==> src/rtl/mec_pkg.sv <==
// Shared constants and types for the Mandelbrot escape-time counter.
`default_nettype none

package mec_pkg;

    localparam int unsigned COL_W      = 9;
    localparam int unsigned COORD_W    = 32;
    localparam int unsigned CNT_W      = 16;
    localparam int unsigned CFG_ADDR_W = 2;
    localparam int unsigned CFG_DATA_W = 32;
    localparam int unsigned IN_DATA_W  = 48;
    localparam int unsigned OUT_DATA_W = 16;

    localparam int unsigned MAX_POINTS = 512;
    localparam int unsigned FRAC_W     = 30;

    localparam int unsigned MUL_W  = 32;
    localparam int unsigned PROD_W = 64;
    localparam int unsigned CR_W   = 42;
    localparam int unsigned ZW     = 44;

    localparam logic [CFG_ADDR_W-1:0] CFG_REAL_START = 2'd0;
    localparam logic [CFG_ADDR_W-1:0] CFG_REAL_STEP  = 2'd1;
    localparam logic [CFG_ADDR_W-1:0] CFG_ITER_CAP   = 2'd2;

    localparam logic [COORD_W-1:0] RST_REAL_START = 32'h8000_0000;
    localparam logic [COORD_W-1:0] RST_REAL_STEP  = 32'h0000_0000;
    localparam logic [CNT_W-1:0]   RST_ITER_CAP   = 16'd256;

    typedef struct packed {
        logic signed [COORD_W-1:0] real_start;
        logic signed [COORD_W-1:0] real_step;
        logic [CNT_W-1:0]          iter_cap;
    } t_cfg;

    typedef struct packed {
        logic start;
        logic ack;
    } t_iter_ctl;

    typedef struct packed {
        logic             busy;
        logic             done;
        logic [CNT_W-1:0] count;
    } t_iter_stat;

endpackage

`default_nettype wire

==> src/rtl/mec_mul.sv <==
// Shared unsigned 32x32 multiplier with registered product.
`default_nettype none

module mec_mul (
    input  logic                        i_clk,
    input  logic [mec_pkg::MUL_W-1:0]   i_a,
    input  logic [mec_pkg::MUL_W-1:0]   i_b,
    output logic [mec_pkg::PROD_W-1:0]  o_p
);
    import mec_pkg::*;

    logic [PROD_W-1:0] r_p;

    always_ff @(posedge i_clk) begin
        r_p <= i_a * i_b;
    end

    assign o_p = r_p;

endmodule

`default_nettype wire

==> src/rtl/mec_iter.sv <==
// Iteration sequencer and datapath: z = z*z + c on one shared multiplier.
`default_nettype none

module mec_iter #(
    parameter int unsigned MAX_POINTS = mec_pkg::MAX_POINTS
) (
    input  logic                               i_clk,
    input  logic                               i_rst_n,
    input  mec_pkg::t_iter_ctl                 i_ctl,
    input  mec_pkg::t_cfg                      i_cfg,
    input  logic [mec_pkg::COL_W-1:0]          i_col,
    input  logic signed [mec_pkg::COORD_W-1:0] i_ci,
    output mec_pkg::t_iter_stat                o_stat
);
    import mec_pkg::*;

    localparam int unsigned DW     = PROD_W + 1;
    localparam int unsigned SQ_W   = PROD_W - FRAC_W;
    localparam int unsigned NX_W   = DW - FRAC_W;
    localparam int unsigned NY_W   = DW - (FRAC_W - 1);
    localparam logic [SQ_W:0] ESC_LIMIT = (SQ_W + 1)'(4) << FRAC_W;

    localparam logic [3:0] S_IDLE = 4'd0;
    localparam logic [3:0] S_CR   = 4'd1;
    localparam logic [3:0] S_CRW  = 4'd2;
    localparam logic [3:0] S_CHK  = 4'd3;
    localparam logic [3:0] S_M1   = 4'd4;
    localparam logic [3:0] S_M2   = 4'd5;
    localparam logic [3:0] S_M3   = 4'd6;
    localparam logic [3:0] S_UPD  = 4'd7;
    localparam logic [3:0] S_DONE = 4'd8;

    logic [3:0]                r_state, n_state;
    logic [CNT_W-1:0]          r_cnt, n_cnt;
    logic [COL_W-1:0]          r_col;
    logic signed [COORD_W-1:0] r_ci;
    logic signed [CR_W-1:0]    r_cr;
    logic signed [ZW-1:0]      r_x, r_y;
    logic [PROD_W-1:0]         r_xx, r_yy;
    logic signed [DW-1:0]      r_d, r_xy;

    logic [MUL_W-1:0]   w_mul_a, w_mul_b;
    logic [PROD_W-1:0]  w_p;
    logic [MUL_W-1:0]   w_step_mag;
    logic [ZW-1:0]      w_ax, w_ay;
    logic               w_big;
    logic               w_col_bad;
    logic [SQ_W:0]      w_sq_sum;
    logic               w_escape;
    logic [CR_W-1:0]    w_cr_term;
    logic [CR_W-1:0]    w_cr;
    logic [DW-1:0]      w_p_ext;
    logic signed [ZW-1:0] w_nx, w_ny;

    mec_mul u_mul (
        .i_clk (i_clk),
        .i_a   (w_mul_a),
        .i_b   (w_mul_b),
        .o_p   (w_p)
    );

    assign w_step_mag = i_cfg.real_step[COORD_W-1] ? (~i_cfg.real_step + 1'b1)
                                                   : i_cfg.real_step;
    assign w_ax  = r_x[ZW-1] ? (~r_x + 1'b1) : r_x;
    assign w_ay  = r_y[ZW-1] ? (~r_y + 1'b1) : r_y;
    assign w_big = (|w_ax[ZW-1:MUL_W]) | (|w_ay[ZW-1:MUL_W]);
    assign w_col_bad = 32'(i_col) >= MAX_POINTS;

    // c_r = real_start + col * real_step; the product magnitude fits 41 bits
    assign w_cr_term = {1'b0, w_p[CR_W-2:0]};
    assign w_cr = {{(CR_W - COORD_W){i_cfg.real_start[COORD_W-1]}}, i_cfg.real_start}
                + (i_cfg.real_step[COORD_W-1] ? (~w_cr_term + 1'b1) : w_cr_term);

    assign w_sq_sum = {1'b0, r_xx[PROD_W-1:FRAC_W]} + {1'b0, r_yy[PROD_W-1:FRAC_W]};
    assign w_escape = w_sq_sum > ESC_LIMIT;

    assign w_p_ext = {1'b0, w_p};

    assign w_nx = {{(ZW - NX_W){r_d[DW-1]}}, r_d[DW-1:FRAC_W]}
                + {{(ZW - CR_W){r_cr[CR_W-1]}}, r_cr};
    assign w_ny = {{(ZW - NY_W){r_xy[DW-1]}}, r_xy[DW-1:FRAC_W-1]}
                + {{(ZW - COORD_W){r_ci[COORD_W-1]}}, r_ci};

    always_comb begin
        case (r_state)
            S_CR: begin
                w_mul_a = MUL_W'(r_col);
                w_mul_b = w_step_mag;
            end
            S_CHK: begin
                w_mul_a = w_ax[MUL_W-1:0];
                w_mul_b = w_ax[MUL_W-1:0];
            end
            S_M1: begin
                w_mul_a = w_ay[MUL_W-1:0];
                w_mul_b = w_ay[MUL_W-1:0];
            end
            default: begin
                w_mul_a = w_ax[MUL_W-1:0];
                w_mul_b = w_ay[MUL_W-1:0];
            end
        endcase
    end

    always_comb begin
        n_state = r_state;
        n_cnt   = r_cnt;
        case (r_state)
            S_IDLE: begin
                if (i_ctl.start) begin
                    n_cnt   = '0;
                    n_state = w_col_bad ? S_DONE : S_CR;
                end
            end
            S_CR:  n_state = S_CRW;
            S_CRW: begin
                n_cnt   = '0;
                n_state = S_CHK;
            end
            S_CHK: begin
                if (r_cnt >= i_cfg.iter_cap || w_big) begin
                    n_state = S_DONE;
                end else begin
                    n_state = S_M1;
                end
            end
            S_M1: n_state = S_M2;
            S_M2: n_state = S_M3;
            S_M3: n_state = w_escape ? S_DONE : S_UPD;
            S_UPD: begin
                n_cnt   = r_cnt + 1'b1;
                n_state = S_CHK;
            end
            S_DONE: begin
                if (i_ctl.ack) begin
                    n_state = S_IDLE;
                end
            end
            default: n_state = S_IDLE;
        endcase
    end

    always_ff @(posedge i_clk) begin
        if (!i_rst_n) begin
            r_state <= S_IDLE;
            r_cnt   <= '0;
        end else begin
            r_state <= n_state;
            r_cnt   <= n_cnt;
        end
    end

    always_ff @(posedge i_clk) begin
        if (r_state == S_IDLE && i_ctl.start) begin
            r_col <= i_col;
            r_ci  <= i_ci;
        end
        if (r_state == S_CRW) begin
            r_cr <= w_cr;
            r_x  <= '0;
            r_y  <= '0;
        end
        if (r_state == S_M1) begin
            r_xx <= w_p;
        end
        if (r_state == S_M2) begin
            r_yy <= w_p;
            r_d  <= {1'b0, r_xx} - w_p_ext;
        end
        if (r_state == S_M3) begin
            r_xy <= (r_x[ZW-1] ^ r_y[ZW-1]) ? (~w_p_ext + 1'b1) : w_p_ext;
        end
        if (r_state == S_UPD) begin
            r_x <= w_nx;
            r_y <= w_ny;
        end
    end

    assign o_stat.busy  = r_state != S_IDLE;
    assign o_stat.done  = r_state == S_DONE;
    assign o_stat.count = r_cnt;

endmodule

`default_nettype wire

==> src/rtl/mandelbrot_escape_counter_core.sv <==
// Top level: configuration registers, stream ports and result register.
//
// Each input beat is one point; the core computes c_r = real_start + column * real_step
// and iterates z = z*z + c in Q2.30 until escape or the iteration cap, then returns the
// count. All arithmetic runs on one shared 32x32 multiplier, which sets the rate: a point
// forms c_r first (product, then sum), then each iteration runs the cap check, three
// products with the escape test, and the update; a run ends at the check when the cap or
// a huge z stops it, or after the escape test, and the count is handed over from a done
// state. A column at or above MAX_POINTS goes straight to hand-over with a count of zero.
// One point is in work at a time; the input is ready again once the count moves into the
// output register, even while that result waits to be taken. Configuration must be
// written only while idle; the block itself does not enforce this.
`default_nettype none

module mandelbrot_escape_counter_core #(
    parameter int unsigned MAX_POINTS = mec_pkg::MAX_POINTS
) (
    input  logic                                i_clk,
    input  logic                                i_rst_n,
    input  logic                                i_cfg_we,
    input  logic [mec_pkg::CFG_ADDR_W-1:0]      i_cfg_addr,
    input  logic [mec_pkg::CFG_DATA_W-1:0]      i_cfg_wdata,
    input  logic                                s_axis_tvalid,
    output logic                                s_axis_tready,
    // [8:0] column_index, [40:9] imag_coord, [47:41] zero
    input  logic [mec_pkg::IN_DATA_W-1:0]       s_axis_tdata,
    output logic                                m_axis_tvalid,
    input  logic                                m_axis_tready,
    // [15:0] iteration_count
    output logic [mec_pkg::OUT_DATA_W-1:0]      m_axis_tdata
);
    import mec_pkg::*;

    t_cfg       r_cfg;
    t_iter_ctl  w_ctl;
    t_iter_stat w_stat;
    logic                r_out_valid;
    logic [CNT_W-1:0]    r_out_data;

    always_ff @(posedge i_clk) begin
        if (!i_rst_n) begin
            r_cfg.real_start <= RST_REAL_START;
            r_cfg.real_step  <= RST_REAL_STEP;
            r_cfg.iter_cap   <= RST_ITER_CAP;
        end else if (i_cfg_we) begin
            case (i_cfg_addr)
                CFG_REAL_START: r_cfg.real_start <= i_cfg_wdata;
                CFG_REAL_STEP:  r_cfg.real_step  <= i_cfg_wdata;
                CFG_ITER_CAP:   r_cfg.iter_cap   <= i_cfg_wdata[CNT_W-1:0];
                default: ;
            endcase
        end
    end

    assign s_axis_tready = !w_stat.busy;
    assign w_ctl.start   = s_axis_tvalid && !w_stat.busy;
    assign w_ctl.ack     = w_stat.done && (!r_out_valid || m_axis_tready);

    mec_iter #(
        .MAX_POINTS (MAX_POINTS)
    ) u_iter (
        .i_clk   (i_clk),
        .i_rst_n (i_rst_n),
        .i_ctl   (w_ctl),
        .i_cfg   (r_cfg),
        .i_col   (s_axis_tdata[COL_W-1:0]),
        .i_ci    (s_axis_tdata[COL_W+COORD_W-1:COL_W]),
        .o_stat  (w_stat)
    );

    always_ff @(posedge i_clk) begin
        if (!i_rst_n) begin
            r_out_valid <= 1'b0;
        end else if (w_ctl.ack) begin
            r_out_valid <= 1'b1;
        end else if (m_axis_tready) begin
            r_out_valid <= 1'b0;
        end
    end

    always_ff @(posedge i_clk) begin
        if (w_ctl.ack) begin
            r_out_data <= w_stat.count;
        end
    end

    assign m_axis_tvalid = r_out_valid;
    assign m_axis_tdata  = r_out_data;

endmodule

`default_nettype wire
==> config.mk <==
export PLATFORM = sky130hd
export DESIGN_NAME = mandelbrot_escape_counter_core
export DESIGN_NICKNAME = d
export VERILOG_FILES = /design/src/rtl/mec_pkg.sv /design/src/rtl/mec_mul.sv /design/src/rtl/mec_iter.sv /design/src/rtl/mandelbrot_escape_counter_core.sv
export SDC_FILE = /design/constraint.sdc
export NUM_CORES = 2
export LEC_CHECK = 0
export BUFFER_PORTS_ARGS = -buffer_cell sky130_fd_sc_hd__buf_2
export CAP_MARGIN = 20
export CORE_ASPECT_RATIO = 0.75
export CORE_MARGIN = 10
export CORE_UTILIZATION = 44
export CTS_BUF_LIST = sky130_fd_sc_hd__clkbuf_8
export CTS_CLUSTER_SIZE = 14
export DETAILED_ROUTE_END_ITERATION = 10
export PLACE_DENSITY = 0.59
export SLEW_MARGIN = 20
export SYNTH_ARGS = -nofsm -noshare
export SYNTH_HDL_FRONTEND = slang
export SYNTH_SLANG_ARGS = --single-unit
==> constraint.sdc <==
create_clock -name i_clk -period 13.83 [get_ports i_clk]
set_clock_uncertainty 0.1 [all_clocks]
set_input_delay 0.6915 -clock i_clk [delete_from_list [all_inputs] [get_ports i_clk]]
set_output_delay 0.6915 -clock i_clk [all_outputs]
set_load 0.02 [all_outputs]
* Word level (Yosys, flattened, before mapping) *
Index checks and enable logic that the tools add are counted.
W data, S select, Z words.

word-level totals
  flip-flop bits (word level) = 610
  bits of input ports = 87
  output and inout bits = 18
  word-level logic and storage cells = 91

cells by class
  $add $sub $neg = 11
  multiply operators = 1
  order comparisons = 2
  equality and inequality tests = 12
  multiplexer cells = 19
  bitwise logic cells = 7
  reductions and logical operators = 21

operator list
  operator                 count
  $mux W44                 5
  $pmux W32 S2             2
  $add A44 B1 Y44 const B  2
  $not A44 Y44             2
  $add A65 B1 Y65 const B  1
  $not A64 Y65             1
  $sub A64 B64 Y65         1
  $mul A32 B32 Y64         1
  $mux W64                 1
  $pmux W16 S3             1
  $add A35 B42 Y43         1
  $add A42 B1 Y42 const B  1
  $add A42 B42 Y42         1
  $mux W42                 1
  $not A41 Y42             1
  $add A36 B32 Y37         1
  $add A34 B34 Y35         1
  $gt A35 B33 Y1 const B   1
  $add A32 B1 Y32 const B  1
  $mux W32                 1
  $not A32 Y32             1
  $pmux W4 S8              1
  $reduce_or A12 Y1        2
  $add A16 B1 Y16 const B  1
  other kinds (23)         41

* Longest topological paths before layout *
  depth in word-level cells = 8
  gate-level depth with buffers = 41
  mapped depth without buffers = 38

* Cells and area by module *
From an unflattened synthesis, not the netlist that was laid out.

unflattened totals
  cells, all modules = 6913
  area total of the unflattened synthesis = 65123.7 um^2

modules (own cells, without submodules)
  module                          instances  cells an instance  area an instance (um^2)  seq. area each (um^2)
  mec_mul                         1          3762               34639.5                  1281.2
  mec_iter                        1          2829               26863.3                  10369.9
  mandelbrot_escape_counter_core  1          322                3621.0                   2102.0

* Worst setup path after synthesis *
OpenSTA, ideal clock, no wires.

  path kind = reg-to-reg
  start point = register r_cfg[18] (netlist name)
  end point = register u_iter.u_mul.r_p[61], in the netlist u_iter.u_mul.o_p[61]
  setup time = 0.106 ns
  arrival = 10.191 ns
  data required time = 13.624 ns
  setup slack = 3.433 ns
  stages on the path, launching flop included = 38
  buffers on the path = 1
  period minus slack after synthesis = 10.397 ns
  cell sequence = dfxtp_1 > or4_1 > nor3_2 > and3_1 > nand3_1 > or4_1 > or3_1 > o31ai_1 > xor2_1 > o221ai_1 > a21boi_1 > clkbuf_1 > nand2_1 > fa_1 > inv_1 > fa_1 > inv_1 > fa_1 > [2 not listed] > fa_1 > fa_1 > fa_1 > inv_1 > fa_1 > inv_1 > ha_1 > a21o_1 > a21o_1 > a21oi_1 > and3b_1 > o21ai_0 > and2_1 > a41o_1 > o211ai_1 > a211oi_1 > or3_1 > o311ai_0

on the way
  word-level cells in the longest chain between the ends = 5

ends and longest elaborated chain
  what                  line                                  RTL
  start, declared       mandelbrot_escape_counter_core.sv:34  t_cfg r_cfg;
  $not A32 Y32          mec_iter.sv:62                        assign w_step_mag = i_cfg.real_step[COORD_W-1] ? (~i_cfg.real_step + 1'b1)
  $add A32 B1 Y32       mec_iter.sv:62
  $mux W32 (*)          mec_iter.sv:62
  $pmux W32 S2 (*)      mec_iter.sv:85                        case (r_state)
  $mul A32 B32 Y64 (*)  mec_mul.sv:15                         r_p <= i_a * i_b;
  end signal, assigned  mec_mul.sv:15
  end, declared         mec_mul.sv:12                         logic [PROD_W-1:0] r_p;

Mark *: on every way between the ends. The rest lies on a longest branch, timed or not.
A chain may end at the register's enable or synchronous reset.

* Worst setup path after layout *
Ends and elaborated chain as after synthesis.

==> results.txt <==
- Rows: between 100 and 150
* Crit-path most repeated cell: fa_1
- Dividing the final minimum period by the clock period gives 0.9022.
* Total global routing track utilization: 0.2711
- Clock-pin slew of the registers on the worst-case setup and hold paths: around 70 ps
- Setup slack closes at between 1000 and 1500 ps.
- Commonest non-fill, non-tap cell in the layout: inv_1
* Commonest non-fill, non-tap cells in the layout: 1154 x inv_1, 908 x nand2_1, 900 x fa_1, 706 x nor2_1, 500 x ha_1
* Setup TNS: 0 ps
- The worst register-to-register path begins at r_cfg[18]$_SDFFE_PN0P_.
- Number of slew-limit violations in the final report: 0
- Top Ports: about 110
- The initial antenna violation count came to 10.
- Averaged over all synthesized cells, the footprint is around 9.1 um2.
- For the pin with the worst max-slew slack, the measured transition is 1188 ps.
* Number of max-cap violations: 0
- For this run, the register share of the synthesized area comes to 0.2150.
- From left edge to right edge, the die measures around 460 um.
- Pin count of the biggest net entering global routing: 87
* Clock tree root driver cell: clkbuf_8
* IO Port Bufs: slightly below 100
- Number of vias in the routed layout: ~52000
- Cts-stage hold buffer count: 34
* Remaining routing DRC violations: 0
* Cell count after synthesis: ~7100
* Total number of yosys warnings: 0
- Path type of the worst setup path: reg -> reg
* Reg-to-reg setup timing slack: around 1400 ps
- Effective utilization at floorplan: 0.4420
- Counting flops with a built-in enable in the synthesized netlist gives around 350.
- Using the TritonRoute via totals, the vias-per-cell ratio works out to between 5 and 6.
- Setup repair after global routing left no endpoint under its margin.
- The number of failing hold endpoints at the final stage was 0.
* Proportion of netlist area held by the largest area contributor: 0.2816
- Clock tree from TritonCTS: yes
- Worst min-delay path category: in -> reg
* Crit-path slowest cell: o21a_1
* Endpoint arrival time on the critical path: 13010 ps
- Maximum number of buffers from clock root to sink: 3
* Dpl cell area: 66890 um2
* Critical Path Source Type: flop
* Max_slew headroom: 0.2081
- Along the worst path, the maximum fanout reaches 18.
- DP Worst Slack: around 1500 ps
* Result of the run: completed
* Die area: about 160000 um2
- Distinct cell type count after synthesis: 87
- Before antenna repair, the detailed router went through 7 iterations.
- Cell accounting for the most synthesized area: fa_1
- Placer's final routability congestion estimate: around 0.96
- Async SR Flop Fraction: 0
- Synth-to-layout area growth: 7.747%
* Number of buffers inserted by post-CTS setup repair: 0
* Residual antenna-violating net count after detailed routing: 0
- After legalization and detailed placement, the total HPWL measured between 150 and 200 mm.
- Count of state elements after synthesis: a little over 500
- In the final layout, the share of cells above drive strength 1 is 0.06144.
- Final hold analysis gives a worst-case slack of about 52 ps.
- The endpoint identified for the worst register-to-register timing path is u_iter.u_mul.o_p[61]$_DFF_P_.
- Via count of the first global-routing pass: about 51000
* Height of the chip: between 300 and 400 um
- CORE AREA: 144700 um2
- Average routed wire per standard cell: 24.36 um
- Setup-failing EPs final: 0
- For this run the aggregate overflow at the end of global routing stands at 0.
- The worst setup path is captured at a flop.
* Synth top area cells: fa_1 28%, edfxtp_1 16%, ha_1 9.8%
- End point of the critical path: u_iter.u_mul.o_p[61]$_DFF_P_
- The later pin in the worst-skew pair is clocked with a latency of slightly below 800 ps.
- Syn nets: roughly 8500
* Post-CTS sizing: 0
- Clock Sinks: between 500 and 600
* H-tree Lvls: 3
* Cell Area, Synth: approximately 64000 um2
- In the synthesized netlist the dominant register cell turns out to be edfxtp_1.
* CTS buffer count: 84
- The first global-routing pass estimated ~330 mm of wire.
* Violation count after the first detailed-routing iteration: approximately 5600
- The clock period could shrink to 12480 ps.
- Summed over all layers, the routed wires come to 221.0 mm.
* Slowest Stage Delay on Critical Path: about 970 ps
- Launching element of the worst setup path: r_cfg[18]$_SDFFE_PN0P_
* Number of nets in the finished design: 8578
- Based on the critical path, the design can be clocked at up to ~0.08 GHz.
- Cell area after layout: 68930 um2
* Worst reg2reg path depth: 36
- Data on the critical path is required at its endpoint by around 14000 ps.
-- state kept, by name (all words and copies together) (netlist names), 32 cells and up --
name / flops
u_iter.r_xx: 64
u_iter.r_x: 43
r_cfg: 80
u_iter.u_mul.o_p: 64
u_iter.r_ci: 32
u_iter.r_xy: 36
u_iter.r_y: 37
u_iter.r_d: 35
u_iter.r_yy: 34
u_iter.r_cr: 42
-- routing by layer --
layer,track usage,vias up,part of all wire
li1,-,23020,-
met1,0.3936,26090,0.44
met2,0.3956,2471,0.41
met3,0.07130,369,0.11
met4,0.07878,2,0.033
met5,0,-,0.000059
-- area by class of cell --
class                           count  area [um2]
Clock inverter                     65       384.1
Timing Repair Buffer              256        1778
Tap cell                         1906        2385
Clock buffer                       92        1266
Inverter                         1126        4228
Multi-Input combinational cell   5110       45130
Antenna cell                        3       7.507
Sequential cell                   513       13750
Fill cell                       13830       75810
-- worst max-delay path, delay by kind of cell (launching register included) --
family	cells	cell delay (ps)
xor+xnor	1	90
simple gates	10	3400
fa+ha+maj	9	4350
flops	1	370
compound gates	11	3700
buf+inv	5	250
-- cells in the mapped netlist (9+ instances only) --
| cell type | count |
|---|---|
| dfxtp_1 | 165 |
| or3_1 | 46 |
| nor3_1 | 83 |
| inv_1 | 1126 |
| o211ai_1 | 24 |
| mux2i_1 | 9 |
| and2_1 | 57 |
| nor3b_1 | 13 |
| nand3_1 | 85 |
| o22ai_1 | 37 |
| nor4_1 | 20 |
| clkbuf_1 | 285 |
| nand2b_1 | 51 |
| o22a_1 | 28 |
| or2_2 | 15 |
| a21oi_1 | 241 |
| or4_1 | 17 |
| fa_1 | 900 |
| a2111oi_0 | 12 |
| a21boi_0 | 86 |
| a211oi_1 | 28 |
| nor2_1 | 708 |
| a21o_1 | 142 |
| edfxtp_1 | 348 |
| a31oi_1 | 39 |
| nand2_1 | 910 |
| a221o_1 | 10 |
| o41ai_1 | 25 |
| o21ai_0 | 201 |
| nor2b_1 | 44 |
| xnor2_1 | 205 |
| nand4_1 | 45 |
| o31ai_1 | 46 |
| and4_1 | 10 |
| and3_1 | 49 |
| o21a_1 | 58 |
| ha_1 | 500 |
| o221ai_1 | 26 |
| o21bai_1 | 39 |
| xor2_1 | 160 |
| o21ai_1 | 13 |
-- worst min-delay path by stage --
stage	cells past startpoint	end	slack [ps]	start
floorplan	0	u_iter.r_xx[32]$_DFFE_PN_	320	u_iter.u_mul.o_p[32]$_DFF_P_
global placement	2	r_cfg[11]$_SDFFE_PN0P_	360	r_cfg[11]$_SDFFE_PN0P_
detailed placement	2	r_cfg[3]$_SDFFE_PN0P_	360	r_cfg[3]$_SDFFE_PN0P_
CTS	1	u_iter.r_col[6]$_DFFE_PP_	0.5	s_axis_tdata[6]
global route	1	u_iter.r_col[2]$_DFFE_PP_	10	s_axis_tdata[2]
finish	1	u_iter.r_col[6]$_DFFE_PP_	50	s_axis_tdata[6]
-- logic make-up (layout without fill, tap and decap cells) --
family,Yosys count,after routing,synth area share
XOR/XNOR,365,365,0.04997
flip-flops,513,513,0.2150
buffers and inverters,1427,1539,0.08404
multiplexers,11,11,0.001760
adder cells (fa/ha/maj),1400,1400,0.3794
AND/OR/NAND/NOR,2183,2183,0.1491
other,0,3,0
AO/OA/AOI/OAI,1151,1151,0.1208
-- stage by stage --
stage,instances,utilization
after floorplan,7050,-
after global placement,8873,0.4619
after detailed placement,8875,0.4622
after CTS,9066,0.4759
after global routing,9069,0.4762
final,9071,0.4762
Power is left out: the tool's default activity adds up to more than one toggle a clock period on the data nets, which glitch-free logic cannot reach.
